## src/rtl/core/spat_pkg.sv

```systemverilog
// shared types and constants of the stepper positioner with alarm timers
// no dependencies: every other file in rtl/core uses it by scoped names
package spat_pkg;

  localparam int TRAVEL_W   = 11;
  localparam int INTERVAL_W = 8;
  localparam int POS_W      = 12;
  localparam int FIELD_W    = 16;
  localparam int CFG_IDX_W  = 1;
  localparam int CFG_DATA_W = 11;

  localparam int TIMER_WIDTH_DEFAULT = 16;
  localparam int TIMER_WIDTH_MIN     = 8;
  localparam int TIMER_WIDTH_MAX     = 32;

  localparam logic [TRAVEL_W-1:0]   TRAVEL_RESET   = 11'd512;
  localparam logic [INTERVAL_W-1:0] INTERVAL_RESET = 8'd3;

  typedef enum logic [2:0] {
    CMD_TICK       = 3'd0,
    CMD_OPEN_ENTRY = 3'd1,
    CMD_OPEN_EXIT  = 3'd2,
    CMD_CLOSE      = 3'd3,
    CMD_BLINK      = 3'd4,
    CMD_LEDS_OFF   = 3'd5,
    CMD_BUZZ       = 3'd6,
    CMD_GREEN      = 3'd7
  } cmd_e;

  typedef enum logic [CFG_IDX_W-1:0] {
    REG_TRAVEL   = 1'b0,
    REG_INTERVAL = 1'b1
  } reg_idx_e;

  typedef struct packed {
    cmd_e               cmd;
    logic [FIELD_W-1:0] duration;
    logic [FIELD_W-1:0] flip_gap;
  } item_in_t;

  typedef struct packed {
    logic [3:0]              coils;
    logic                    alarm_led;
    logic                    green_led;
    logic                    buzzer;
    logic                    moving;
    logic signed [POS_W-1:0] position;
  } item_out_t;

  // one accepted item as seen by the state blocks
  typedef struct packed {
    logic fire;
    cmd_e cmd;
  } step_ctl_t;

  typedef struct packed {
    logic [3:0]              coils;
    logic                    moving;
    logic signed [POS_W-1:0] position;
  } motor_stat_t;

  typedef struct packed {
    logic alarm;
    logic green;
    logic buzzer;
  } lamp_stat_t;

  // wave drive, phases 0..3 energize B, A, D, C
  function automatic logic [3:0] wave_coils(input logic [1:0] ph);
    logic [3:0] c;
    case (ph)
      2'd0:    c = 4'b0010;
      2'd1:    c = 4'b0001;
      2'd2:    c = 4'b1000;
      default: c = 4'b0100;
    endcase
    return c;
  endfunction

endpackage

```

## src/rtl/core/stepper_positioner_with_alarm_timers_core.sv

```systemverilog
// top level of the stepper positioner with alarm led and buzzer timers
// depends on spat_pkg, spat_motor and spat_lamps
//
// Each input item is a one-millisecond tick or a command; every item gives
// exactly one result item with the coil drive, lamp levels, moving flag and
// tracked position as they stand after that item. An item is accepted
// when in_valid is high and in_stall low, the motor and lamp state
// registers update at that edge and those registers are the result
// register, so out_valid rises in the next cycle. A new item is accepted in
// every cycle as long as the consumer takes results; in_stall only follows
// out_stall while a result is waiting. Motor commands set the target to
// +travel, -travel or 0 and one step is taken every interval ticks
// on the B, A, D, C wave sequence. Configuration writes (cfg_we, cfg_index,
// cfg_data) go to the travel and interval registers and are meant to be made
// while no item is pending. No clearing pass: all state resets at once.
module stepper_positioner_with_alarm_timers_core #(
  parameter int TIMER_WIDTH = spat_pkg::TIMER_WIDTH_DEFAULT
) (
  input  logic                                clk,
  input  logic                                rst,
  // input items
  input  logic                                in_valid,
  output logic                                in_stall,
  input  spat_pkg::item_in_t                  in_data,
  // result items
  output logic                                out_valid,
  input  logic                                out_stall,
  output spat_pkg::item_out_t                 out_data,
  // configuration writes
  input  logic                                cfg_we,
  input  logic [spat_pkg::CFG_IDX_W-1:0]      cfg_index,
  input  logic [spat_pkg::CFG_DATA_W-1:0]     cfg_data
);

  // config registers
  logic [spat_pkg::TRAVEL_W-1:0]   travel;
  logic [spat_pkg::INTERVAL_W-1:0] interval;

  // handshake
  logic                  accept;
  spat_pkg::step_ctl_t   ctl;
  spat_pkg::motor_stat_t motor_stat;
  spat_pkg::lamp_stat_t  lamp_stat;

  // a waiting result blocks new items only while the consumer stalls
  assign in_stall = out_valid & out_stall;
  assign accept   = in_valid & ~in_stall;
  assign ctl.fire = accept;
  assign ctl.cmd  = in_data.cmd;

  always_ff @(posedge clk) begin
    if (rst) begin
      travel   <= spat_pkg::TRAVEL_RESET;
      interval <= spat_pkg::INTERVAL_RESET;
    end else if (cfg_we) begin
      unique case (spat_pkg::reg_idx_e'(cfg_index))
        spat_pkg::REG_TRAVEL:   travel   <= cfg_data[spat_pkg::TRAVEL_W-1:0];
        spat_pkg::REG_INTERVAL: interval <= cfg_data[spat_pkg::INTERVAL_W-1:0];
        default: ;
      endcase
    end
  end

  // result valid: set by an accepted item, cleared when taken
  always_ff @(posedge clk) begin
    if (rst) begin
      out_valid <= 1'b0;
    end else if (accept) begin
      out_valid <= 1'b1;
    end else if (!out_stall) begin
      out_valid <= 1'b0;
    end
  end

  // motor position, step timing and coils
  spat_motor u_motor (
    .clk      (clk),
    .rst      (rst),
    .ctl      (ctl),
    .travel   (travel),
    .interval (interval),
    .stat     (motor_stat)
  );

  // alarm blink, buzzer and green led
  spat_lamps #(
    .TIMER_WIDTH (TIMER_WIDTH)
  ) u_lamps (
    .clk      (clk),
    .rst      (rst),
    .ctl      (ctl),
    .duration (in_data.duration),
    .flip_gap (in_data.flip_gap),
    .stat     (lamp_stat)
  );

  // state registers hold still while a result waits, so they are the payload
  assign out_data.coils     = motor_stat.coils;
  assign out_data.moving    = motor_stat.moving;
  assign out_data.position  = motor_stat.position;
  assign out_data.alarm_led = lamp_stat.alarm;
  assign out_data.green_led = lamp_stat.green;
  assign out_data.buzzer    = lamp_stat.buzzer;

  // wave drive never energizes two coils
  a_coils_onehot0: assert property (@(posedge clk) disable iff (rst)
    $onehot0(out_data.coils))
    else $error("more than one coil energized");

  // coils are released whenever no steps remain
  a_idle_released: assert property (@(posedge clk) disable iff (rst)
    !out_data.moving |-> (out_data.coils == 4'b0000))
    else $error("coils driven with no steps left");

  // position only moves when an item is taken
  a_pos_hold: assert property (@(posedge clk) disable iff (rst)
    (!accept) |=> $stable(out_data.position))
    else $error("position changed without an item");

  // an accepted item always leaves a result behind
  a_result_follows: assert property (@(posedge clk) disable iff (rst)
    accept |=> out_valid)
    else $error("accepted item gave no result");

endmodule

```

## src/rtl/core/spat_motor.sv

```systemverilog
// stepper motor state: target diff, step timing, wave phase and position
// depends on spat_pkg
module spat_motor (
  input  logic                               clk,
  input  logic                               rst,
  input  spat_pkg::step_ctl_t                ctl,
  input  logic [spat_pkg::TRAVEL_W-1:0]      travel,
  input  logic [spat_pkg::INTERVAL_W-1:0]    interval,
  output spat_pkg::motor_stat_t              stat
);

  localparam int PW = spat_pkg::POS_W;

  logic [PW-1:0]                     steps_left, steps_left_next;
  logic [spat_pkg::INTERVAL_W-1:0]   step_countdown, step_countdown_next;
  logic [1:0]                        phase, phase_next;
  logic                              reverse, reverse_next;
  logic [PW-1:0]                     motor_pos, motor_pos_next;
  logic [3:0]                        coil_pattern, coil_pattern_next;

  logic signed [PW:0] tgt;
  logic signed [PW:0] diff;
  logic signed [PW:0] neg_diff;
  logic [spat_pkg::INTERVAL_W-1:0] cd_dec;
  logic [1:0]    ph_step;
  logic [PW-1:0] sl_dec;

  always_comb begin
    tgt      = '0;
    diff     = '0;
    neg_diff = '0;
    steps_left_next     = steps_left;
    step_countdown_next = step_countdown;
    phase_next          = phase;
    reverse_next        = reverse;
    motor_pos_next      = motor_pos;
    coil_pattern_next   = coil_pattern;
    cd_dec  = (step_countdown != '0) ? step_countdown - 1'b1 : step_countdown;
    ph_step = reverse ? phase - 2'd1 : phase + 2'd1;
    sl_dec  = steps_left - 1'b1;

    case (ctl.cmd)
      spat_pkg::CMD_OPEN_ENTRY: tgt = $signed({2'b00, travel});
      spat_pkg::CMD_OPEN_EXIT:  tgt = -$signed({2'b00, travel});
      default:                  tgt = '0;
    endcase
    diff     = tgt - $signed({motor_pos[PW-1], motor_pos});
    neg_diff = -diff;

    case (ctl.cmd) inside
      spat_pkg::CMD_TICK: begin
        if (steps_left != '0 && cd_dec == '0) begin
          phase_next          = ph_step;
          motor_pos_next      = reverse ? motor_pos - 1'b1 : motor_pos + 1'b1;
          steps_left_next     = sl_dec;
          step_countdown_next = interval;
          coil_pattern_next   = (sl_dec == '0) ? 4'b0000 : spat_pkg::wave_coils(ph_step);
        end else if (steps_left != '0) begin
          step_countdown_next = cd_dec;
        end
      end
      spat_pkg::CMD_OPEN_ENTRY, spat_pkg::CMD_OPEN_EXIT, spat_pkg::CMD_CLOSE: begin
        if (diff == '0) begin
          // already there: stop and release the coils, direction kept
          steps_left_next     = '0;
          step_countdown_next = '0;
          coil_pattern_next   = 4'b0000;
        end else begin
          reverse_next        = diff[PW];
          steps_left_next     = diff[PW] ? neg_diff[PW-1:0] : diff[PW-1:0];
          step_countdown_next = interval;
        end
      end
      default: ;
    endcase
  end

  always_ff @(posedge clk) begin
    if (rst) begin
      steps_left     <= '0;
      step_countdown <= '0;
      phase          <= '0;
      reverse        <= 1'b0;
      motor_pos      <= '0;
      coil_pattern   <= '0;
    end else if (ctl.fire) begin
      steps_left     <= steps_left_next;
      step_countdown <= step_countdown_next;
      phase          <= phase_next;
      reverse        <= reverse_next;
      motor_pos      <= motor_pos_next;
      coil_pattern   <= coil_pattern_next;
    end
  end

  assign stat.coils    = coil_pattern;
  assign stat.moving   = (steps_left != '0);
  assign stat.position = $signed(motor_pos);

endmodule

```

## src/rtl/core/spat_lamps.sv

```systemverilog
// alarm led blink timer, buzzer timer and green led level
// depends on spat_pkg
module spat_lamps #(
  parameter int TIMER_WIDTH = spat_pkg::TIMER_WIDTH_DEFAULT
) (
  input  logic                            clk,
  input  logic                            rst,
  input  spat_pkg::step_ctl_t             ctl,
  input  logic [spat_pkg::FIELD_W-1:0]    duration,
  input  logic [spat_pkg::FIELD_W-1:0]    flip_gap,
  output spat_pkg::lamp_stat_t            stat
);

  logic [TIMER_WIDTH-1:0] blink_remaining, blink_remaining_next;
  logic [TIMER_WIDTH-1:0] blink_period, blink_period_next;
  logic [TIMER_WIDTH-1:0] flip_countdown, flip_countdown_next;
  logic [TIMER_WIDTH-1:0] buzz_remaining, buzz_remaining_next;
  logic alarm, alarm_next;
  logic green, green_next;
  logic buzzer, buzzer_next;

  logic [TIMER_WIDTH-1:0] dur;
  logic [TIMER_WIDTH-1:0] ivl;
  logic [TIMER_WIDTH-1:0] br_dec;
  logic [TIMER_WIDTH-1:0] fc_dec;
  logic [TIMER_WIDTH-1:0] bz_dec;

  always_comb begin
    dur    = TIMER_WIDTH'(duration);
    ivl    = TIMER_WIDTH'(flip_gap);
    br_dec = blink_remaining - TIMER_WIDTH'(1);
    fc_dec = (flip_countdown != '0) ? flip_countdown - TIMER_WIDTH'(1) : flip_countdown;
    bz_dec = buzz_remaining - TIMER_WIDTH'(1);
    blink_remaining_next = blink_remaining;
    blink_period_next    = blink_period;
    flip_countdown_next  = flip_countdown;
    buzz_remaining_next  = buzz_remaining;
    alarm_next  = alarm;
    green_next  = green;
    buzzer_next = buzzer;

    case (ctl.cmd)
      spat_pkg::CMD_TICK: begin
        if (blink_remaining != '0) begin
          blink_remaining_next = br_dec;
          if (fc_dec == '0) begin
            flip_countdown_next = blink_period;
            alarm_next          = ~alarm;
          end else begin
            flip_countdown_next = fc_dec;
          end
          if (br_dec == '0) alarm_next = 1'b0;
        end
        if (buzz_remaining != '0) begin
          buzz_remaining_next = bz_dec;
          buzzer_next         = (bz_dec == '0) ? 1'b0 : ~buzzer;
        end
      end
      spat_pkg::CMD_BLINK: begin
        blink_remaining_next = dur;
        blink_period_next    = ivl;
        flip_countdown_next  = ivl;
        alarm_next           = 1'b1;
      end
      spat_pkg::CMD_LEDS_OFF: begin
        blink_remaining_next = '0;
        alarm_next           = 1'b0;
        green_next           = 1'b0;
      end
      spat_pkg::CMD_BUZZ: begin
        buzz_remaining_next = dur;
        buzzer_next         = 1'b1;
      end
      spat_pkg::CMD_GREEN: green_next = 1'b1;
      default: ;
    endcase
  end

  always_ff @(posedge clk) begin
    if (rst) begin
      blink_remaining <= '0;
      blink_period    <= '0;
      flip_countdown  <= '0;
      buzz_remaining  <= '0;
      alarm           <= 1'b0;
      green           <= 1'b0;
      buzzer          <= 1'b0;
    end else if (ctl.fire) begin
      blink_remaining <= blink_remaining_next;
      blink_period    <= blink_period_next;
      flip_countdown  <= flip_countdown_next;
      buzz_remaining  <= buzz_remaining_next;
      alarm           <= alarm_next;
      green           <= green_next;
      buzzer          <= buzzer_next;
    end
  end

  assign stat.alarm  = alarm;
  assign stat.green  = green;
  assign stat.buzzer = buzzer;

endmodule
```

## config.mk

```make
export PLATFORM = sky130hd
export DESIGN_NAME = stepper_positioner_with_alarm_timers_core
export DESIGN_NICKNAME = d
export VERILOG_FILES = /design/src/rtl/core/spat_pkg.sv /design/src/rtl/core/stepper_positioner_with_alarm_timers_core.sv /design/src/rtl/core/spat_motor.sv /design/src/rtl/core/spat_lamps.sv
export SDC_FILE = /design/constraint.sdc
export NUM_CORES = 1
export LEC_CHECK = 0
export BUFFER_PORTS_ARGS = -buffer_cell sky130_fd_sc_hd__buf_2
export CORE_MARGIN = 2
export CORE_UTILIZATION = 40
export CTS_CLUSTER_SIZE = 10
export DETAILED_ROUTE_END_ITERATION = 16
export PLACE_DENSITY = 0.62
export SYNTH_ARGS = -nofsm -noshare
export SYNTH_HDL_FRONTEND = slang
export SYNTH_SLANG_ARGS = --single-unit
```

## constraint.sdc

```tcl
create_clock -name clk -period 6 [get_ports clk]
set_clock_uncertainty 0.2 [all_clocks]
set_input_delay 0.3 -clock clk [delete_from_list [all_inputs] [get_ports clk]]
set_output_delay 0.3 -clock clk [all_outputs]
set_load 0.02 [all_outputs]
```

==> flow_summary_export.csv, run 1 <==
group,metric,value,unit
cts,cts_resized,0,
setup_path,r2r_end,"u_motor.step_countdown[3]$_SDFFE_PP0P_",
synth,synth_compound_area_share,25.6,%
die,die_w,153,µm
global_route,grt_pass1_wl,40.6,mm
cts,path_clk_slew,0.05,ns
setup_path,end_kind,"flop",
synth,syn_area_per_cell,7.32,µm²
die,dieArea,23400,µm²
synth,synth_edf_count,0,
route,ant_nets,0,
pwr,p_per_area,270,nW/µm²
finish,area_growth,15.7,%
finish,diodes,0,
synth,synth-async-reset-ratio,0,%
cts,clockBufferDepth,2,
timing,tightest_slew,1.12,ns
min_path,hold-path-endpoint,"u_lamps.blink_remaining[13]$_SDFFE_PP0P_",
synth,synthesis.nets,1306,
cts,post_cts_buffers,0,
synth,synth_xor_area_share,3.95,%
placed_design,place_hpwl,17.2,mm
die,die-height,153,µm
setup_path,path_delay_family,"simple AND/OR/NAND/NOR gates",
placed_design,place_congestion,0.886,
pwr,peakVddDrop,0.138,mV
global_route,grt_max_degree,74,
setup_path,critical_path.max_fanout,13,
pwr,p_int,1890,µW
route,drt_iter0_drc,537,
timing,hold_slack,0.0256,ns
cts,numCtsBuffers,17,
die,core.rowCount,54,
cts,clkSinkCount,126,
cts,cts-root-buf,"clkbuf_16",
timing,rsz0062_at_grt,"false",
status,status,"complete, no violations",
pwr,switchingPower,881,µW
timing,setup_viol,0,
synth,syn_area,8870,µm²
timing,relSlewSlack,25.2,%
route,num_vias,8881,
synth,synthDistinctLibCells,85,
cts,insertion_delay,0.42,ns
pwr,pwr-share-clk,39.5,%
timing,drv_slew,0,
setup_path,max_stage_delay,0.50,ns
route,drtPass1Iterations,5,
synth,synth_top_family_by_area,"simple AND/OR/NAND/NOR gates",
min_path,hold_depth,3,
finish,fillCellCount,2188,
timing,fmax,216,MHz
global_route,antenna_found_initial,1,
timing,fin_crit_sh,77.3,%
pwr,p_seq_share,33.5,%
global_route,grt_use_total,20.6,%
placed_design,port-buffer-count,73,
min_path,holdCritStartpoint,"in_data[29]",
finish,final_cell_mix,"nand2_1, a21oi_1, dfxtp_1, nor2_1, o21ai_0",
setup_path,critPathRequiredTime,6.07,ns
route,drc,0,
timing,worst_slack,1.36,ns
setup_path,criticalPathCategory,"flop to flop",
pwr,power.share.switching,31.8,%
global_route,grt_pass1_vias,8257,
setup_path,cp-start-kind,"flop",
setup_path,crit_buf_inv,0,
synth,synth.yosys.seq_area_share,28.4,%
timing,setup_tns,0,ns
synth,yosysWarnings,0,
finish,mostFrequentLayoutCell,"nand2_1",
timing,hold_viol,0,
setup_path,critPathSlowestCell,"or3b_2",
global_route,grt_overflow_total,0,
setup_path,r2r_start,"travel[0]$_SDFFE_PP0P_",
synth,synthFlopType,"dfxtp_1",
cts,cts_tree,"built",
pwr,combPwrFrac,27.0,%
setup_path,path_common_cell,"nor3_1",
min_path,hp-class,"input pin to flop",
synth,yosys.area_share.simple,29.3,%
synth,synth_mux_area_share,1.16,%
synth,synthAdderAreaFrac,6.10,%
setup_path,worst_ep_arrival_time,4.70,ns
run,cap_violations,0,
finish,fin_nets,1365,
die,start_util,40.6,%
synth,ys_ff_latch,126,
timing,fin_crit,4.64,ns
synth,synthCells,1212,
pwr,p_leak,0.00384,µW
route,wl_per_cell,15.6,µm
setup_path,crit_path_cell_trace,"nor3_1 -> or3b_2 -> or3_1 -> nor3_1 -> a21oi_1 -> o22ai_1 -> ha_1 -> a21o_1 -> a21o_1 -> a21oi_1 -> and3_1 -> or2_1 -> a41oi_2 -> a211oi_1 -> nor3_1",
finish,drive_above_1_share,11.1,%
placed_design,dp_slack,1.40,ns
setup_path,crit_start,"travel[0]$_SDFFE_PP0P_",
route,drt-total-wl,24.3,mm
route,via_per_inst,5.68,
setup_path,r2r_cells,15,
setup_path,rrSetupSlack,1.36,ns
die,io_pins,74,
cts,htree_levels,4,
die,core,21800,µm²
logic make-up after synthesis:
family          Yosys count
flops                   126
simple gates            522
buf+inv                 118
compound gates          354
xor+xnor                 40
fa+ha+maj                42
mux                      10
registers in the layout, indices dropped and copies added, names as in the netlist, 2 cells and up:
| register | flops |
|---|---|
| travel | 11 |
| u_lamps.blink_remaining | 16 |
| u_lamps.blink_period | 16 |
| u_motor.motor_pos | 12 |
| u_motor.phase | 2 |
| u_lamps.flip_countdown | 16 |
| u_motor.steps_left | 12 |
| u_lamps.buzz_remaining | 16 |
| u_motor.coil_pattern | 4 |
| u_motor.step_countdown | 8 |
| interval | 8 |
Yosys cell counts (15+ instances only):
library cell | n | area share [%]
nand2_1 | 167 | 7.1
a21oi_1 | 128 | 7.2
dfxtp_1 | 126 | 28
nor2_1 | 106 | 4.5
o21ai_0 | 73 | 4.1
nor3_1 | 72 | 4.1
clkbuf_1 | 55 | 2.3
inv_1 | 46 | 1.9
ha_1 | 40 | 5.6
nand3_1 | 30 | 1.7
xnor2_1 | 25 | 2.5
a211oi_1 | 24 | 2.0
nor4_1 | 24 | 1.7
or3_1 | 19 | 1.3
xor2_1 | 15 | 1.5
through the flow:
stage	utilization (%)	instances	area (µm²)	total power [µW]
2_1_floorplan	-	1212	8870	1510
3_3_place_gp	42.8	1503	9350	1670
3_5_place_dp	42.8	1503	9350	1670
4_1_cts	47.0	1563	10300	2780
5_1_grt	47.0	1563	10300	2930
6_report	47.0	1563	10300	2770
per-layer routing:
| metal | vias to the layer above | GRT usage, % | wire length (µm) |
|---|---|---|---|
| li1 | 4532 | - | - |
| met1 | 4112 | 27.1 | 11300 |
| met2 | 205 | 34.7 | 11600 |
| met3 | 30 | 3.18 | 988 |
| met4 | 2 | 6.48 | 459 |
| met5 | - | 0 | 12 |
worst min-delay path, stage by stage:
cell      delay (ns)
buf_2           0.13
nand3_1         0.08
a311oi_1        0.08
power by group through the flow:
stage | clock network, µW | logic (µW) | registers [µW]
after floorplan | 0 | 583 | 930
after CTS | 1110 | 747 | 927
after detailed placement | 0 | 725 | 945
after global placement | 0 | 722 | 944
final | 1090 | 749 | 928
after global routing | 1150 | 843 | 936
repair_timing:
action,in CTS,in global routing
setup endpoints to repair,0,0
endpoints found under the hold margin,37,0
hold buffers,29,0
how the worst max path moves through the flow:
stage	endpoint	slack, ns	cells past startpoint
2_1_floorplan	u_motor.step_countdown[3]$_SDFFE_PP0P_	1.80	15
3_3_place_gp	u_motor.step_countdown[3]$_SDFFE_PP0P_	1.51	15
3_5_place_dp	u_motor.step_countdown[3]$_SDFFE_PP0P_	1.40	15
4_1_cts	u_motor.step_countdown[3]$_SDFFE_PP0P_	1.37	15
5_1_grt	u_motor.step_countdown[3]$_SDFFE_PP0P_	0.94	14
6_report	u_motor.step_countdown[3]$_SDFFE_PP0P_	1.36	15
final cells by class:
class                      count  area (µm²)  share of cell area [%]
timing repair buffer         111         726                    7.07
sequential                   126        2520                    24.6
tap                          280         350                    3.41
inverter                      47         176                    1.72
multi-input combinational    968        5870                    57.2
clock inverter                11         165                    1.61
clock buffer                  20         457                    4.45
Power figures use the tool's default switching activity.
==> run 2: changes to the inputs <==
==> constraint.sdc (replaced) <==
create_clock -name clk -period 4.7 [get_ports clk]
set_clock_uncertainty 0.2 [all_clocks]
set_input_delay 0.235 -clock clk [delete_from_list [all_inputs] [get_ports clk]]
set_output_delay 0.235 -clock clk [all_outputs]
set_load 0.02 [all_outputs]
==> run 2 against run 1 <==
Power rose by 27%. Wire length rose by 1.9%. Sequential power rose by 27%. Die area did not move. Largest cell class unchanged. Final area rose by 1.7%.
==> flow_summary_export.csv, run 2 (same netlist as run 1, synthesis figures left out) <==
group,metric,value,unit
placed_design,port-buffer-count,73,
finish,fin_nets,1385,
finish,fillCellCount,2201,
finish,final_cell_mix,"nand2_1, a21oi_1, dfxtp_1, nor2_1, o21ai_0",
pwr,switchingPower,1170,µW
route,ant_nets,0,
setup_path,worst_ep_arrival_time,4.52,ns
run,cap_violations,0,
finish,mostFrequentLayoutCell,"nand2_1",
route,wl_per_cell,15.7,µm
timing,tightest_slew,1.14,ns
timing,setup_viol,0,
cts,cts_tree,"built",
timing,rsz0062_at_grt,"false",
route,drtPass1Iterations,5,
timing,fin_crit,4.40,ns
finish,drive_above_1_share,11.7,%
finish,multi_input_area,5880,µm²
cts,insertion_delay,0.43,ns
setup_path,criticalPathCategory,"input pin to flop",
placed_design,place_hpwl,17.4,mm
pwr,p_seq_share,33.8,%
die,core.rowCount,54,
setup_path,critPathRequiredTime,4.82,ns
pwr,pwr-share-clk,38.1,%
global_route,grt_overflow_total,0,
pwr,power.share.switching,33.4,%
min_path,hp-class,"input pin to flop",
setup_path,cp-start-kind,"input pin",
die,start_util,40.6,%
pwr,p_leak,0.00393,µW
timing,fin_crit_sh,93.6,%
placed_design,place_congestion,0.874,
timing,setup_tns,0,ns
placed_design,dp_slack,0.233,ns
global_route,grt_use_total,21.0,%
route,drc,0,
die,core,21800,µm²
pwr,peakVddDrop,0.141,mV
cts,path_clk_slew,0.06,ns
die,io_pins,74,
pwr,combPwrFrac,28.2,%
timing,fmax,227,MHz
cts,clockBufferDepth,2,
pwr,p_per_area,336,nW/µm²
finish,area_growth,17.7,%
cts,numCtsBuffers,17,
global_route,grt_max_degree,56,
die,die_w,153,µm
route,via_per_inst,5.66,
route,drt-total-wl,24.8,mm
setup_path,critical_path.max_fanout,11,
setup_path,end_kind,"flop",
die,die-height,153,µm
global_route,grt_pass1_wl,41.1,mm
timing,drv_slew,0,
cts,htree_levels,4,
finish,diodes,0,
route,num_vias,8962,
setup_path,r2r_cells,14,
die,dieArea,23400,µm²
min_path,hold_depth,5,
timing,relSlewSlack,23.6,%
timing,worst_slack,0.302,ns
global_route,grt_pass1_vias,8268,
status,status,"complete, no violations",
finish,ff_latch_area,2520,µm²
cts,clkSinkCount,126,
cts,cts-root-buf,"clkbuf_16",
route,drt_iter0_drc,507,
global_route,antenna_found_initial,0,
timing,hold_viol,0,
timing,hold_slack,0.0165,ns
pwr,p_int,2340,µW
[run 2: per-layer routing]
metal  global-route usage, %  wire length, µm  share of wire, %
met5                       0                0                 0
met4                    4.76              197              0.79
met3                    3.91             1020               4.1
met2                    35.9            12000                48
met1                    27.6            11600                47
[run 2: metrics by stage]
step | instances | cell area [µm²] | power [µW] | utilization (%)
global placement | 1510 | 9400 | 2140 | 43.1
detailed placement | 1510 | 9400 | 2150 | 43.1
finish | 1584 | 10400 | 3510 | 47.8
global route | 1584 | 10400 | 3710 | 47.8
CTS | 1584 | 10400 | 3520 | 47.7
floorplan | 1212 | 8870 | 1930 | -
[run 2: worst max-delay path, stage by stage]
cell	delay [ns]
dlygate4sd3_1	0.54
buf_2	0.20
nor3b_1	0.61
a21o_1	0.21
nand2_1	0.05
o31ai_1	0.10
ha_1	0.37
o211a_1	0.25
o31a_1	0.15
o41ai_2	0.52
mux2i_1	0.25
nor4b_4	0.39
a31o_2	0.24
a21oi_1	0.12
a22o_1	0.27
[run 2: cell type report]
| class | instances | area share [%] |
|---|---|---|
| multi-input cells | 968 | 56.4 |
| flip-flops and latches | 126 | 24.2 |
| repair buffers | 131 | 8.71 |
| inverters | 47 | 1.69 |
| clock buffers | 19 | 4.34 |
| clock inverters | 13 | 1.33 |
| well taps | 280 | 3.36 |
[run 2: power by group through the flow]
stage / Combinational [µW] / Sequential (µW) / Clock [µW]
floorplan: 745 / 1190 / 0
global placement: 934 / 1210 / 0
finish: 989 / 1180 / 1340
global route: 1110 / 1190 / 1400
CTS: 976 / 1180 / 1360
detailed placement: 941 / 1210 / 0
[run 2: worst paths after layout]
check / slack (ns) / endpoint / startpoint
min: 0.02 / u_lamps.blink_remaining[7]$_SDFFE_PP0P_ / in_data[23]
max: 0.30 / u_motor.coil_pattern[3]$_SDFFE_PP0P_ / in_data[33]
max reg2reg: 0.30 / u_motor.coil_pattern[3]$_SDFFE_PP0P_ / travel[0]$_SDFFE_PP0P_
min reg2reg: 0.26 / u_lamps.blink_period[0]$_SDFFE_PP0P_ / u_lamps.blink_period[0]$_SDFFE_PP0P_
[run 2: what timing repair did]
action,4_1_cts,5_1_grt
hold endpoints to repair,64,0
setup endpoints to repair,0,20
setup buffers,0,0
hold buffers,42,0
gates resized for setup,0,3
